## config.mk

```make
export PLATFORM = sky130hd
export DESIGN_NAME = touch_channel_detector_flat
export DESIGN_NICKNAME = d
export VERILOG_FILES = /design/src/rtl/core/tcd_pkg.sv /design/src/rtl/core/tcd_item_if.sv /design/src/rtl/core/touch_channel_detector.sv /design/src/flat_wrapper.sv
export SDC_FILE = /design/constraint.sdc
export NUM_CORES = 1
export LEC_CHECK = 0
export ABC_CLOCK_PERIOD_IN_PS = 18470
export BUFFER_PORTS_ARGS = -buffer_cell sky130_fd_sc_hd__buf_2
export CORE_MARGIN = 10
export CORE_UTILIZATION = 68
export CTS_CLUSTER_DIAMETER = 150
export DETAILED_ROUTE_END_ITERATION = 8
export PLACE_DENSITY = 0.86
export SETUP_SLACK_MARGIN = 0.2
export SLEW_MARGIN = 0
export SYNTH_ARGS = -nofsm -noshare
export SYNTH_HDL_FRONTEND = slang
export SYNTH_SLANG_ARGS = --single-unit
```

## constraint.sdc

```tcl
create_clock -name clk -period 18.47 [get_ports clk]
set_input_delay 3.694 -clock clk [delete_from_list [all_inputs] [get_ports clk]]
set_output_delay 3.694 -clock clk [all_outputs]
set_load 0.02 [all_outputs]
```

## src/rtl/core/tcd_pkg.sv

```systemverilog
`default_nettype none

package tcd_pkg;

	// fixed field widths
	localparam int CHAN_W  = 3;
	localparam int LIMIT_W = 8;
	localparam int EVENT_W = 2;
	localparam int CFG_W   = 4;

	// operation codes
	localparam logic OP_SAMPLE = 1'b0;
	localparam logic OP_CONFIG = 1'b1;

	// event codes
	localparam logic [EVENT_W-1:0] EVT_NONE    = 2'd0;
	localparam logic [EVENT_W-1:0] EVT_TOUCH   = 2'd1;
	localparam logic [EVENT_W-1:0] EVT_RELEASE = 2'd2;

	// reset value of the channels-in-use register
	localparam logic [CFG_W-1:0] CHANNELS_IN_USE_RST = 4'd8;

	// baseline filter: new = (base * (BaseDiv - 1) + raw) / BaseDiv
	localparam int BaseDiv = 100;

endpackage

`default_nettype wire

```

## src/rtl/core/tcd_item_if.sv

```systemverilog
`default_nettype none

interface tcd_item_if #(
	parameter int SAMPLE_BITS = 12
);
	logic                         valid;
	logic                         ready;
	logic                         operation;
	logic [tcd_pkg::CHAN_W-1:0]   chan_index;
	logic [SAMPLE_BITS-1:0]       raw_sample;
	logic [SAMPLE_BITS-1:0]       base_level;
	logic [SAMPLE_BITS-1:0]       touch_threshold;
	logic [tcd_pkg::LIMIT_W-1:0]  debounce_limit;
	logic                         drift_enable;

	modport source (
		output valid, operation, chan_index, raw_sample, base_level,
		       touch_threshold, debounce_limit, drift_enable,
		input  ready
	);
	modport sink (
		input  valid, operation, chan_index, raw_sample, base_level,
		       touch_threshold, debounce_limit, drift_enable,
		output ready
	);
endinterface

interface tcd_result_if #(
	parameter int SAMPLE_BITS = 12
);
	logic                         valid;
	logic                         ready;
	logic [tcd_pkg::CHAN_W-1:0]   out_channel;
	logic                         accepted;
	logic [tcd_pkg::EVENT_W-1:0]  event_kind;
	logic signed [SAMPLE_BITS:0]  delta_value;
	logic                         touched_flag;
	logic [SAMPLE_BITS-1:0]       last_raw;

	modport source (
		output valid, out_channel, accepted, event_kind, delta_value,
		       touched_flag, last_raw,
		input  ready
	);
	modport sink (
		input  valid, out_channel, accepted, event_kind, delta_value,
		       touched_flag, last_raw,
		output ready
	);
endinterface

`default_nettype wire

```

## src/rtl/core/touch_channel_detector.sv

```systemverilog
`default_nettype none

// Multi-channel capacitive touch detector. Each input word either configures
// one channel (baseline, threshold, debounce limit, drift enable) or carries
// one raw ADC sample for it, and each word gives exactly one result word with
// the channel's delta, last raw value, touched flag and any touch or release
// event. One word is accepted per clock cycle unless results stall; it passes
// an input register, then the result register. The per-channel state lives
// in flip-flops that are read and updated in the cycle a word leaves the input
// register, so words for the same channel may follow each other directly.
// Samples for channels at or above channels_in_use come back with accepted
// low and no state change. Write cfg_wdata only while no word is in flight.
module touch_channel_detector #(
	parameter int CHANNELS    = 8,
	parameter int SAMPLE_BITS = 12
) (
	input  wire                          clk,
	input  wire                          arst_n,
	input  wire                          cfg_we,
	input  wire [tcd_pkg::CFG_W-1:0]     cfg_wdata,
	tcd_item_if.sink                     items,
	tcd_result_if.source                 results
);

	localparam int CH_W   = (CHANNELS > 1) ? $clog2(CHANNELS) : 1;
	localparam int SB     = SAMPLE_BITS;
	localparam int LW     = tcd_pkg::LIMIT_W;
	// filter numerator width: (2^SB-1)*100 fits in SB+7 bits
	localparam int NUM_W  = SB + 7;
	// reciprocal of the divisor; exact floor for every NUM_W-bit numerator
	localparam int REC_SH = NUM_W + 7;
	localparam longint unsigned REC_M =
		((64'd1 << REC_SH) + tcd_pkg::BaseDiv - 1) / tcd_pkg::BaseDiv;
	localparam int PROD_W = 2 * NUM_W + 1;

	// configuration register
	logic [tcd_pkg::CFG_W-1:0] chan_use_q;

	// input stage
	logic                          valid_s1;
	logic                          op_s1;
	logic [tcd_pkg::CHAN_W-1:0]    chan_s1;
	logic [SB-1:0]                 raw_s1;
	logic [SB-1:0]                 base_s1;
	logic [SB-1:0]                 thr_s1;
	logic [LW-1:0]                 lim_s1;
	logic                          drift_s1;

	// result register
	logic                          res_valid_q;
	logic [tcd_pkg::CHAN_W-1:0]    res_chan_q;
	logic                          res_acc_q;
	logic [tcd_pkg::EVENT_W-1:0]   res_evt_q;
	logic signed [SB:0]            res_delta_q;
	logic                          res_touch_q;
	logic [SB-1:0]                 res_raw_q;

	// per-channel state
	logic [SB-1:0]                 baseline_q [CHANNELS];
	logic [SB-1:0]                 threshold_q[CHANNELS];
	logic [LW-1:0]                 limit_q    [CHANNELS];
	logic                          drift_q    [CHANNELS];
	logic                          touched_q  [CHANNELS];
	logic [LW-1:0]                 count_q    [CHANNELS];
	logic signed [SB:0]            delta_q    [CHANNELS];
	logic [SB-1:0]                 raw_q      [CHANNELS];

	logic                          res_free;
	logic                          fire_s1;
	logic                          ch_ok;
	logic                          in_use;
	logic [CH_W-1:0]               idx;

	logic [SB-1:0]                 base_cur;
	logic [SB-1:0]                 thr_cur;
	logic [LW-1:0]                 lim_cur;
	logic                          drift_cur;
	logic                          touch_cur;
	logic [LW-1:0]                 cnt_cur;

	logic signed [SB:0]            delta_new;
	logic                          above;
	logic [LW-1:0]                 cnt_inc;
	logic                          hit;
	logic                          touch_nxt;
	logic [LW-1:0]                 cnt_nxt;
	logic [tcd_pkg::EVENT_W-1:0]   evt_nxt;

	logic [NUM_W-1:0]              filt_num;
	logic [PROD_W-1:0]             filt_prod;
	logic [SB-1:0]                 base_filt;

	logic                          acc_nxt;
	logic signed [SB:0]            delta_out;
	logic                          touch_out;
	logic [SB-1:0]                 raw_out;
	logic [tcd_pkg::EVENT_W-1:0]   evt_out;

	// handshake: result slot frees when empty or taken this cycle
	assign res_free    = !res_valid_q || results.ready;
	assign fire_s1     = valid_s1 && res_free;
	assign items.ready = !valid_s1 || res_free;

	// channel decode
	assign ch_ok  = 32'(chan_s1) < CHANNELS;
	assign in_use = {1'b0, chan_s1} < chan_use_q;
	assign idx    = CH_W'(chan_s1);

	assign base_cur  = baseline_q[idx];
	assign thr_cur   = threshold_q[idx];
	assign lim_cur   = limit_q[idx];
	assign drift_cur = drift_q[idx];
	assign touch_cur = touched_q[idx];
	assign cnt_cur   = count_q[idx];

	// delta against the old baseline
	assign delta_new = $signed({1'b0, base_cur}) - $signed({1'b0, raw_s1});
	assign above     = delta_new > $signed({1'b0, thr_cur});
	assign cnt_inc   = cnt_cur + {{(LW-1){1'b0}}, 1'b1};
	assign hit       = cnt_inc >= lim_cur;

	// baseline filter: base*99 as base*(64+32+2+1), then reciprocal multiply
	assign filt_num  = (NUM_W'(base_cur) << 6) + (NUM_W'(base_cur) << 5)
	                 + (NUM_W'(base_cur) << 1) + NUM_W'(base_cur) + NUM_W'(raw_s1);
	assign filt_prod = PROD_W'(filt_num) * PROD_W'(REC_M);
	assign base_filt = filt_prod[REC_SH +: SB];

	// debounce
	always_comb begin
		touch_nxt = touch_cur;
		cnt_nxt   = cnt_cur;
		evt_nxt   = tcd_pkg::EVT_NONE;
		if (above) begin
			if (!touch_cur) begin
				if (hit) begin
					touch_nxt = 1'b1;
					cnt_nxt   = '0;
					evt_nxt   = tcd_pkg::EVT_TOUCH;
				end else begin
					cnt_nxt = cnt_inc;
				end
			end
		end else if (touch_cur) begin
			if (hit) begin
				touch_nxt = 1'b0;
				cnt_nxt   = '0;
				evt_nxt   = tcd_pkg::EVT_RELEASE;
			end else begin
				cnt_nxt = cnt_inc;
			end
		end else begin
			cnt_nxt = '0;
		end
	end

	// result word
	always_comb begin
		acc_nxt   = 1'b0;
		evt_out   = tcd_pkg::EVT_NONE;
		delta_out = '0;
		touch_out = 1'b0;
		raw_out   = '0;
		if (ch_ok) begin
			if (op_s1 == tcd_pkg::OP_CONFIG) begin
				acc_nxt   = 1'b1;
				delta_out = delta_q[idx];
				raw_out   = raw_q[idx];
			end else if (in_use) begin
				acc_nxt   = 1'b1;
				evt_out   = evt_nxt;
				delta_out = delta_new;
				touch_out = touch_nxt;
				raw_out   = raw_s1;
			end
		end
	end

	// hold the configuration register
	always_ff @(posedge clk or negedge arst_n) begin
		if (!arst_n) begin
			chan_use_q <= tcd_pkg::CHANNELS_IN_USE_RST;
		end else if (cfg_we) begin
			chan_use_q <= cfg_wdata;
		end
	end

	// input stage valid
	always_ff @(posedge clk or negedge arst_n) begin
		if (!arst_n) begin
			valid_s1 <= 1'b0;
		end else if (items.ready) begin
			valid_s1 <= items.valid;
		end
	end

	// capture the input word
	always_ff @(posedge clk) begin
		if (items.valid && items.ready) begin
			op_s1    <= items.operation;
			chan_s1  <= items.chan_index;
			raw_s1   <= items.raw_sample;
			base_s1  <= items.base_level;
			thr_s1   <= items.touch_threshold;
			lim_s1   <= items.debounce_limit;
			drift_s1 <= items.drift_enable;
		end
	end

	// update the channel state as the word leaves the input stage
	always_ff @(posedge clk or negedge arst_n) begin
		if (!arst_n) begin
			for (int i = 0; i < CHANNELS; i++) begin
				baseline_q[i]  <= '0;
				threshold_q[i] <= '0;
				limit_q[i]     <= '0;
				drift_q[i]     <= 1'b0;
				touched_q[i]   <= 1'b0;
				count_q[i]     <= '0;
				delta_q[i]     <= '0;
				raw_q[i]       <= '0;
			end
		end else if (fire_s1 && ch_ok) begin
			if (op_s1 == tcd_pkg::OP_CONFIG) begin
				baseline_q[idx]  <= base_s1;
				threshold_q[idx] <= thr_s1;
				limit_q[idx]     <= lim_s1;
				drift_q[idx]     <= drift_s1;
				touched_q[idx]   <= 1'b0;
				count_q[idx]     <= '0;
			end else if (in_use) begin
				raw_q[idx]     <= raw_s1;
				delta_q[idx]   <= delta_new;
				touched_q[idx] <= touch_nxt;
				count_q[idx]   <= cnt_nxt;
				if (drift_cur && !touch_cur) begin
					baseline_q[idx] <= base_filt;
				end
			end
		end
	end

	// result valid
	always_ff @(posedge clk or negedge arst_n) begin
		if (!arst_n) begin
			res_valid_q <= 1'b0;
		end else if (res_free) begin
			res_valid_q <= valid_s1;
		end
	end

	// load the result word
	always_ff @(posedge clk) begin
		if (fire_s1) begin
			res_chan_q  <= chan_s1;
			res_acc_q   <= acc_nxt;
			res_evt_q   <= evt_out;
			res_delta_q <= delta_out;
			res_touch_q <= touch_out;
			res_raw_q   <= raw_out;
		end
	end

	assign results.valid        = res_valid_q;
	assign results.out_channel  = res_chan_q;
	assign results.accepted     = res_acc_q;
	assign results.event_kind   = res_evt_q;
	assign results.delta_value  = res_delta_q;
	assign results.touched_flag = res_touch_q;
	assign results.last_raw     = res_raw_q;

endmodule

`default_nettype wire
```

## src/flat_wrapper.sv

```systemverilog
// flat-port wrapper written by rule: the top's interface ports become plain ports
module touch_channel_detector_flat 
#(
	parameter int CHANNELS    = 8,
	parameter int SAMPLE_BITS = 12
)
  (clk, arst_n, cfg_we, cfg_wdata, items_valid, items_operation, items_chan_index, items_raw_sample, items_base_level, items_touch_threshold, items_debounce_limit, items_drift_enable, items_ready, results_valid, results_out_channel, results_accepted, results_event_kind, results_delta_value, results_touched_flag, results_last_raw, results_ready);
  tcd_item_if #(.SAMPLE_BITS(SAMPLE_BITS)) items_i ();
  tcd_result_if #(.SAMPLE_BITS(SAMPLE_BITS)) results_i ();
  input  wire clk;
  input  wire arst_n;
  input  wire cfg_we;
  input  wire [tcd_pkg::CFG_W-1:0] cfg_wdata;
  input wire logic [$bits(items_i.valid)-1:0] items_valid;
  input wire logic [$bits(items_i.operation)-1:0] items_operation;
  input wire logic [$bits(items_i.chan_index)-1:0] items_chan_index;
  input wire logic [$bits(items_i.raw_sample)-1:0] items_raw_sample;
  input wire logic [$bits(items_i.base_level)-1:0] items_base_level;
  input wire logic [$bits(items_i.touch_threshold)-1:0] items_touch_threshold;
  input wire logic [$bits(items_i.debounce_limit)-1:0] items_debounce_limit;
  input wire logic [$bits(items_i.drift_enable)-1:0] items_drift_enable;
  output wire logic [$bits(items_i.ready)-1:0] items_ready;
  output wire logic [$bits(results_i.valid)-1:0] results_valid;
  output wire logic [$bits(results_i.out_channel)-1:0] results_out_channel;
  output wire logic [$bits(results_i.accepted)-1:0] results_accepted;
  output wire logic [$bits(results_i.event_kind)-1:0] results_event_kind;
  output wire logic [$bits(results_i.delta_value)-1:0] results_delta_value;
  output wire logic [$bits(results_i.touched_flag)-1:0] results_touched_flag;
  output wire logic [$bits(results_i.last_raw)-1:0] results_last_raw;
  input wire logic [$bits(results_i.ready)-1:0] results_ready;
  assign items_i.valid = items_valid;
  assign items_i.operation = items_operation;
  assign items_i.chan_index = items_chan_index;
  assign items_i.raw_sample = items_raw_sample;
  assign items_i.base_level = items_base_level;
  assign items_i.touch_threshold = items_touch_threshold;
  assign items_i.debounce_limit = items_debounce_limit;
  assign items_i.drift_enable = items_drift_enable;
  assign items_ready = items_i.ready;
  assign results_valid = results_i.valid;
  assign results_out_channel = results_i.out_channel;
  assign results_accepted = results_i.accepted;
  assign results_event_kind = results_i.event_kind;
  assign results_delta_value = results_i.delta_value;
  assign results_touched_flag = results_i.touched_flag;
  assign results_last_raw = results_i.last_raw;
  assign results_i.ready = results_ready;
  touch_channel_detector #(.CHANNELS(CHANNELS), .SAMPLE_BITS(SAMPLE_BITS)) u_core (.clk(clk), .arst_n(arst_n), .cfg_we(cfg_we), .cfg_wdata(cfg_wdata), .items(items_i), .results(results_i));
endmodule
```

==> parameters.txt, run 1 <==
Parameter                              Value

Floorplan
  Core area ... 50,000 µm²
  Row count ... a little over 80
  Die boundary height ... 244 µm
  Top-level port count ... roughly 90
  Effective utilization at floorplan ... 0.685
  Floorplan die width ... about 240 µm
  Die outline area ... just under 60,000 µm²

Global route
  GRT Resource Usage Total ... 0.303
  Number of antenna violations at the first check in global routing ... 0
  Grt total ovfl ... 0
  Number of global-route vias before repair ... between 20,000 and 30,000
  First-pass GRT wire length ... approximately 140,000 µm
  Maximum number of pins on one net before global-route repair ... ~110

Timing
  Worst-case headroom to the max-slew limit ... 0.175
  Period minus WS final ... ~13 ns
  Fraction of the cycle the final worst path needs ... 0.692
  Slew of the pin with the lowest slew margin ... 1.23 ns
  Setup violations, final ... 0
  Unrepaired setup endpoints after global routing ... no
  Maximum operating frequency ... slightly below 80 MHz
  Worst clock skew on the final layout ... 0.0401 ns
  Number of pins exceeding their max-slew limit in the final report ... 0
  Final setup TNS ... 0 ns
  Final Hold Violating Endpoints ... 0

Finish
  Number of inserted diodes ... 0
  Layout overhead on the synthesized area ... 9.18%
  Layout cell share with drive strength beyond 1 ... 0.151
  Net total in the final layout ... roughly 3,600

Worst setup path
  Crit-path slowest cell ... and2_2
  Type of destination of the critical path ... register
  Required time worst endpoint ... 18.92 ns
  Crit path largest cell delay ... about 0.85 ns
  FF-to-FF setup slack ... ~5.7 ns
  Type of the setup path with the least slack ... reg -> reg
  Startpoint type of the worst setup path ... register
  Number of cell instances on the worst register-to-register path ... 43
  Dominant cell type by count on the critical path ... fa_1
  Maximum fanout count along the critical path ... 35
  Arrival time of data at the critical path endpoint ... 13.24 ns

Placement
  Final estimated routing congestion in global placement ... 0.948
  Post-detail-place hpwl ... approximately 60,000 µm
  Port Buffer Count ... between 90 and 100

Detailed routing
  First-pass iteration count of the detailed router ... 9
  Vias after detailed routing ... ~25,000
  Routed wire length ... about 91,000 µm
  Vias per Instance ... 6.56
  Iteration-0 DRC Markers ... about 2,800
  Remaining number of nets flagged by the antenna check after routing ... 0
  WL per Instance ... about 24 µm
  DRC violations left ... 1

Status
  Violated checks ... design-rule violations
  Status ... finished with violations

Yosys
  Netlist Area Pre-Place ... approximately 34,000 µm²
  Leading area contributor after synthesis ... dfrtp_1
  Post-synth top flop ... dfrtp_1
  Async set or reset register ratio after synthesis ... 0.870
  Syn Inst Count ... between 3,000 and 4,000
  Number of warnings printed during yosys synthesis ... 0
  Post-synthesis sequential element count ... between 600 and 700
  Portion of synthesized cell area occupied by the leading cell type ... 0.396
  Unique cell type count in the Yosys netlist ... between 60 and 70
  Count of flip-flops with a built-in enable after synthesis ... 81
  Synthesized net count ... around 3,500
  Mean cell area of the mapped netlist ... about 11 µm²
  Portion of the post-synthesis area used by sequential elements ... 0.467
  Top cells by area in the synthesized netlist ... dfrtp_1 40%, fa_1 8.8%, ha_1 8.4%

Worst hold path
  Type of the worst min-delay path ... reg -> reg
  Cell count of the worst hold path ... 2

Clock tree
  TritonCTS Buffers ... between 60 and 70
  CTS root buffer ... clkbuf_16
  Post-CTS Setup Inserts ... 0
  Clock-pin slew on the worst setup and hold paths ... about 0.060 ns
  Clock tree sinks ... between 600 and 700
  Count of hold buffers inserted by post-cts repair ... 0
  Bufs on Longest Clock Path ... 3
  Worst-Skew Late Latency ... 0.65 ns
  H-tree depth reported by CTS ... 2
  TritonCTS clock tree ... yes
  CTS resizes ... 0

Flow run
  Max Cap Viol ... 0
-- cells by family (layout without fill, tap and decap cells) --
family                   count (synthesis)  count (layout)  share of synthesized area
buffers and inverters                  473             572                     0.0523
AO/OA/AOI/OAI                          758             758                      0.144
adder cells (fa/ha/maj)                382             382                      0.173
XOR/XNOR                                43              43                     0.0110
multiplexers                           241             241                     0.0792
flip-flops                             623             623                      0.467
AND/OR/NAND/NOR                        569             569                     0.0728
-- stage by stage --
step	util	std cells	instance area [µm²]	hold WS (ns)	worst slack (ns)
5_1_grt	0.748	3860	37400	0.500	4.98
3_3_place_gp	0.708	3747	35400	0.455	6.34
2_1_floorplan	-	3089	34200	0.443	7.56
6_report	0.748	3860	37400	0.476	5.68
4_1_cts	0.748	3860	37400	0.477	5.89
3_5_place_dp	0.708	3747	35400	0.462	5.92
-- flip-flops by register name (all words and copies together), names as in the netlist, 4 cells and up --
name and count:
u_core.limit_q 64, u_core.raw_q 96, u_core.threshold_q 96, u_core.base_s1 12
u_core.count_q 64, u_core.chan_use_q 4, u_core.results.delta_value 13, u_core.raw_s1 12
u_core.touched_q 8, u_core.thr_s1 12, u_core.results.last_raw 12, u_core.baseline_q 96
u_core.lim_s1 8, u_core.drift_q 8, u_core.delta_q 104
-- layout make-up --
type | count | area (µm²)
multi-input combinational | 1993 | 16500
sequential | 623 | 16000
fill | 3172 | 12600
clock buffer | 84 | 1660
inverter | 313 | 1170
timing repair buffer | 146 | 878
tap | 672 | 841
clock inverter | 29 | 324
-- critical path, delay by kind of cell (launching register included) --
kind                       cells  cell delay, ns
AOI/OAI and AO/OA             14            3.09
xor gates and xnor gates       1            0.11
adders and majority gates     12            5.08
buffers and inverters          9            1.26
DFF                            1            0.36
muxes                          2            0.87
and+or+nand+nor                5            1.81
-- final timing paths --
path	from	to
worst min-delay path	u_core.count_q[21]	u_core.count_q[21]
max in group asynchronous	arst_n	u_core.limit_q[42]
min in group asynchronous	arst_n	u_core.raw_q[40]
worst max register to register	u_core.chan_s1[2]	u_core.baseline_q[28]
worst min register to register	u_core.count_q[21]	u_core.count_q[21]
worst max-delay path	u_core.chan_s1[2]	u_core.baseline_q[28]
-- layout by cell type, fill, tap and decap left out, types with 10 or more instances in the layout --
cell type  instances
a22oi_1          154
inv_1            301
a41o_1            10
fa_1             151
and3_1            37
xnor2_1           29
nand2b_1          16
and4_1            10
o31ai_1           29
buf_2             90
a221oi_1          43
nand2_1          295
nor3_1            17
o21ai_0          246
nand3_1           18
clkbuf_16         62
edfxtp_1          81
a21o_1            14
buf_4             55
a22o_1            52
o22ai_1           16
mux2_2           228
clkinv_1          18
ha_1             231
mux2i_1           12
nor2_1           130
xor2_1            14
dfrtp_1          541
a21oi_1          126
clkbuf_1          19
-- Yosys cell counts (10+ instances only) --
library cell,n
a21o_1,14
a21oi_1,126
a221oi_1,43
a22o_1,52
a22oi_1,154
a41o_1,10
and3_1,38
and4_1,10
buf_1,25
clkbuf_1,125
clkinv_1,12
dfrtp_1,541
edfxtp_1,81
fa_1,151
ha_1,231
inv_1,301
mux2_2,228
mux2i_1,12
nand2_1,295
nand2b_1,16
nand3_1,19
nor2_1,133
nor3_1,18
o21ai_0,246
o22ai_1,16
o31ai_1,29
xnor2_1,29
xor2_1,14
-- metal layers --
| layer | global-route usage | up-vias | share of wire |
|---|---|---|---|
| met5 | 0 | - | 0 |
| met4 | 0.130 | 0 | 0.039 |
| met3 | 0.0620 | 315 | 0.10 |
| met2 | 0.490 | 1438 | 0.48 |
| met1 | 0.395 | 12700 | 0.38 |
| li1 | - | 10900 | - |
Power of run 1 is left out: the tool's default activity adds up to more than one toggle a clock period on the data nets, which glitch-free logic cannot reach.
==> run 2: changes to the inputs <==
- ABC_AREA: default -> 1
- ABC_CLOCK_PERIOD_IN_PS: 18470 -> 13300
- CORE_UTILIZATION: 68 -> 64
- PLACE_DENSITY: 0.86 -> 0.81
- clock period: 18.47 -> 13.3 ns (I/O delays scaled with it)
==> parameters.txt, run 2 <==
Parameter                              Value

Finish
  Layout cell share with drive strength beyond 1 ... 0.100
  Max reg flops ... between 100 and 150
  Commonest non-fill, non-tap cell in the layout ... nand2_1
  Register containing the most flip-flops in the final layout ... u_core.delta_q
  Net total in the final layout ... around 4,600
  Filler Cell Count ... roughly 4,200
  Commonest cells after routing, fill and taps aside ... 1,050 x nand2_1, 643 x inv_1, 541 x dfrtp_1, 310 x o21ai_0, 231 x ha_1
  Total area of multi-input combinational cells ... about 18,000 µm²
  Layout overhead on the synthesized area ... 8.93%
  Register area ... 16,000 µm²

Yosys
  Async set or reset register ratio after synthesis ... 0.870
  Synthesized net count ... roughly 4,500
  Count of flip-flops with a built-in enable after synthesis ... 81
  Syn Inst Count ... a little over 4,000
  Most frequent cell after synthesis ... nand2_1
  Portion of synthesized cell area occupied by the leading cell type ... 0.369
  Post-synth top flop ... dfrtp_1
  Mean cell area of the mapped netlist ... 9.05 µm²
  Number of warnings printed during yosys synthesis ... 0
  Portion of the post-synthesis area used by sequential elements ... 0.436
  Leading post-synthesis cells by instance count ... 1,050 x nand2_1, 644 x inv_1, 541 x dfrtp_1
  Unique cell type count in the Yosys netlist ... slightly below 60
  Leading area contributor after synthesis ... dfrtp_1
  Netlist Area Pre-Place ... 36,700 µm²
  Top cells by area in the synthesized netlist ... dfrtp_1 37%, nand2_1 11%, fa_1 8.2%
  Post-synthesis sequential element count ... ~620

Detailed routing
  Remaining number of nets flagged by the antenna check after routing ... 0
  First-pass iteration count of the detailed router ... 6
  Vias after detailed routing ... between 20,000 and 30,000
  Vias per Instance ... approximately 6
  WL per Instance ... 20.6 µm
  Iteration-0 DRC Markers ... 3,283
  DRC violations left ... 0
  Routed wire length ... a little over 100,000 µm

Worst setup path
  Required time worst endpoint ... approximately 14 ns
  FF-to-FF setup slack ... about 1.7 ns
  Number of cell instances on the worst register-to-register path ... 37
  Type of destination of the critical path ... register
  Type of the setup path with the least slack ... reg -> reg
  Total buffers and inverters traversed by the critical path ... 12
  Crit-path slowest cell ... xor2_1
  Beginning of the worst register-to-register path ... u_core.chan_s1[0]
  Family of cells with the greatest summed delay on the critical path ... adder cells
  Startpoint type of the worst setup path ... register
  Crit path largest cell delay ... 0.69 ns
  Reg-to-reg endpoint ... u_core.baseline_q[87]
  Arrival time of data at the critical path endpoint ... roughly 12 ns
  Setup crit start ... u_core.chan_s1[0]
  Maximum fanout count along the critical path ... 24

Status
  Status ... completed

Global route
  Number of global-route vias before repair ... slightly below 30,000
  First-pass GRT wire length ... roughly 160,000 µm
  Number of antenna violations at the first check in global routing ... 3
  Grt total ovfl ... 0
  GRT Resource Usage Total ... 0.303
  Maximum number of pins on one net before global-route repair ... around 180

Clock tree
  CTS resizes ... 0
  H-tree depth reported by CTS ... 3
  Clock tree sinks ... between 600 and 700
  TritonCTS clock tree ... yes
  Worst-Skew Late Latency ... 0.63 ns
  Post-CTS Setup Inserts ... 0
  Count of hold buffers inserted by post-cts repair ... 0
  TritonCTS Buffers ... 66
  Bufs on Longest Clock Path ... 3
  Clock-pin slew on the worst setup and hold paths ... about 0.070 ns
  CTS root buffer ... clkbuf_16

Floorplan
  Die outline area ... 67,300 µm²
  Core area ... about 57,000 µm²
  Die boundary height ... between 200 and 300 µm
  Effective utilization at floorplan ... 0.648
  Top-level port count ... between 90 and 100
  Floorplan die width ... 259 µm
  Row count ... 87

Worst hold path
  Type of the worst min-delay path ... reg -> reg
  Hold path startpoint ... u_core.delta_q[73]
  Worst-case hold path end point ... u_core.delta_q[73]
  Cell count of the worst hold path ... 2

Timing
  Final setup TNS ... 0 ns
  Worst-case headroom to the max-slew limit ... 0.278
  Fraction of the cycle the final worst path needs ... 0.875
  Number of pins exceeding their max-slew limit in the final report ... 0
  Worst clock skew on the final layout ... around 0.038 ns
  Maximum operating frequency ... 85.9 MHz
  Setup violations, final ... 0
  Unrepaired setup endpoints after global routing ... no
  Final Hold Violating Endpoints ... 0
  Slew of the pin with the lowest slew margin ... between 1 and 1.5 ns
  Period minus WS final ... around 12 ns

Placement
  Final estimated routing congestion in global placement ... between 0.9 and 1
  Port Buffer Count ... between 90 and 100
  Post-detail-place hpwl ... approximately 70,000 µm

Flow run
  Max Cap Viol ... 0
## run 2: cell count changes in the layout (fill, tap and decap cells not counted), moves of 45 or more
cell / before / now
o22ai_1: 16 / 61
nor2_1: 130 / 177
mux2_2: 228 / 95
nand2_1: 295 / 1050
o21ai_0: 246 / 310
inv_1: 301 / 643
a22oi_1: 154 / 40
## run 2: worst max-delay path by stage
| stage | to | slack, ns | cells past startpoint |
|---|---|---|---|
| 6_report | u_core.baseline_q[87] | 1.66 | 37 |
| 5_1_grt | u_core.baseline_q[58] | 1.03 | 38 |
| 4_1_cts | u_core.baseline_q[9] | 1.83 | 38 |
| 3_5_place_dp | u_core.baseline_q[9] | 1.85 | 38 |
| 3_3_place_gp | u_core.baseline_q[21] | 2.17 | 38 |
| 2_1_floorplan | u_core.baseline_q[20] | 3.64 | 50 |
## run 2: worst reg2reg max path: cells and delay by family (launching register included)
family          cells  cell delay [ns]
fa+ha+maj          11             5.01
buf+inv            12             2.24
compound gates      8             2.13
simple gates        5             0.85
xor+xnor            1             0.69
flops               1             0.65
## run 2: cells by family (layout without fill, tap and decap cells)
group                      Yosys count  in the layout  share of synthesized area
DFF                                623            623                      0.436
xor gates and xnor gates            23             23                    0.00549
other                                0              2                          0
buffers and inverters              811            921                     0.0863
muxes                              142            142                     0.0420
adders and majority gates          382            382                      0.161
AOI/OAI and AO/OA                  687            687                      0.116
and+or+nand+nor                   1385           1385                      0.153
## run 2: layout make-up
type                    count  share of cell area
clock inverters            27             0.00745
flip-flops and latches    623               0.400
inverters                 666              0.0627
well taps                 756              0.0237
diodes                      2            0.000125
repair buffers            142              0.0215
multi-input cells        2619               0.439
clock buffers              86              0.0450
## run 2: routing by layer
| layer | vias to the layer above | GRT usage | wire length, µm |
|---|---|---|---|
| li1 | 13200 | - | - |
| met1 | 14200 | 0.398 | 40300 |
| met2 | 1551 | 0.479 | 46900 |
| met3 | 324 | 0.0522 | 9170 |
| met4 | 2 | 0.156 | 5050 |
| met5 | - | 0 | 16 |
## run 2: through the flow
step           instances   util  hold WS [ns]  cell area [µm²]  setup WS, ns
3_5_place_dp        4806  0.669         0.458            37900          1.85
2_1_floorplan       4053      -         0.442            36700          3.64
4_1_cts             4919  0.706         0.474            40000          1.83
3_3_place_gp        4806  0.669         0.454            37900          2.17
6_report            4921  0.706         0.477            40000          1.66
5_1_grt             4920  0.706         0.494            40000          1.03
Power of run 2 is left out for the same reason.
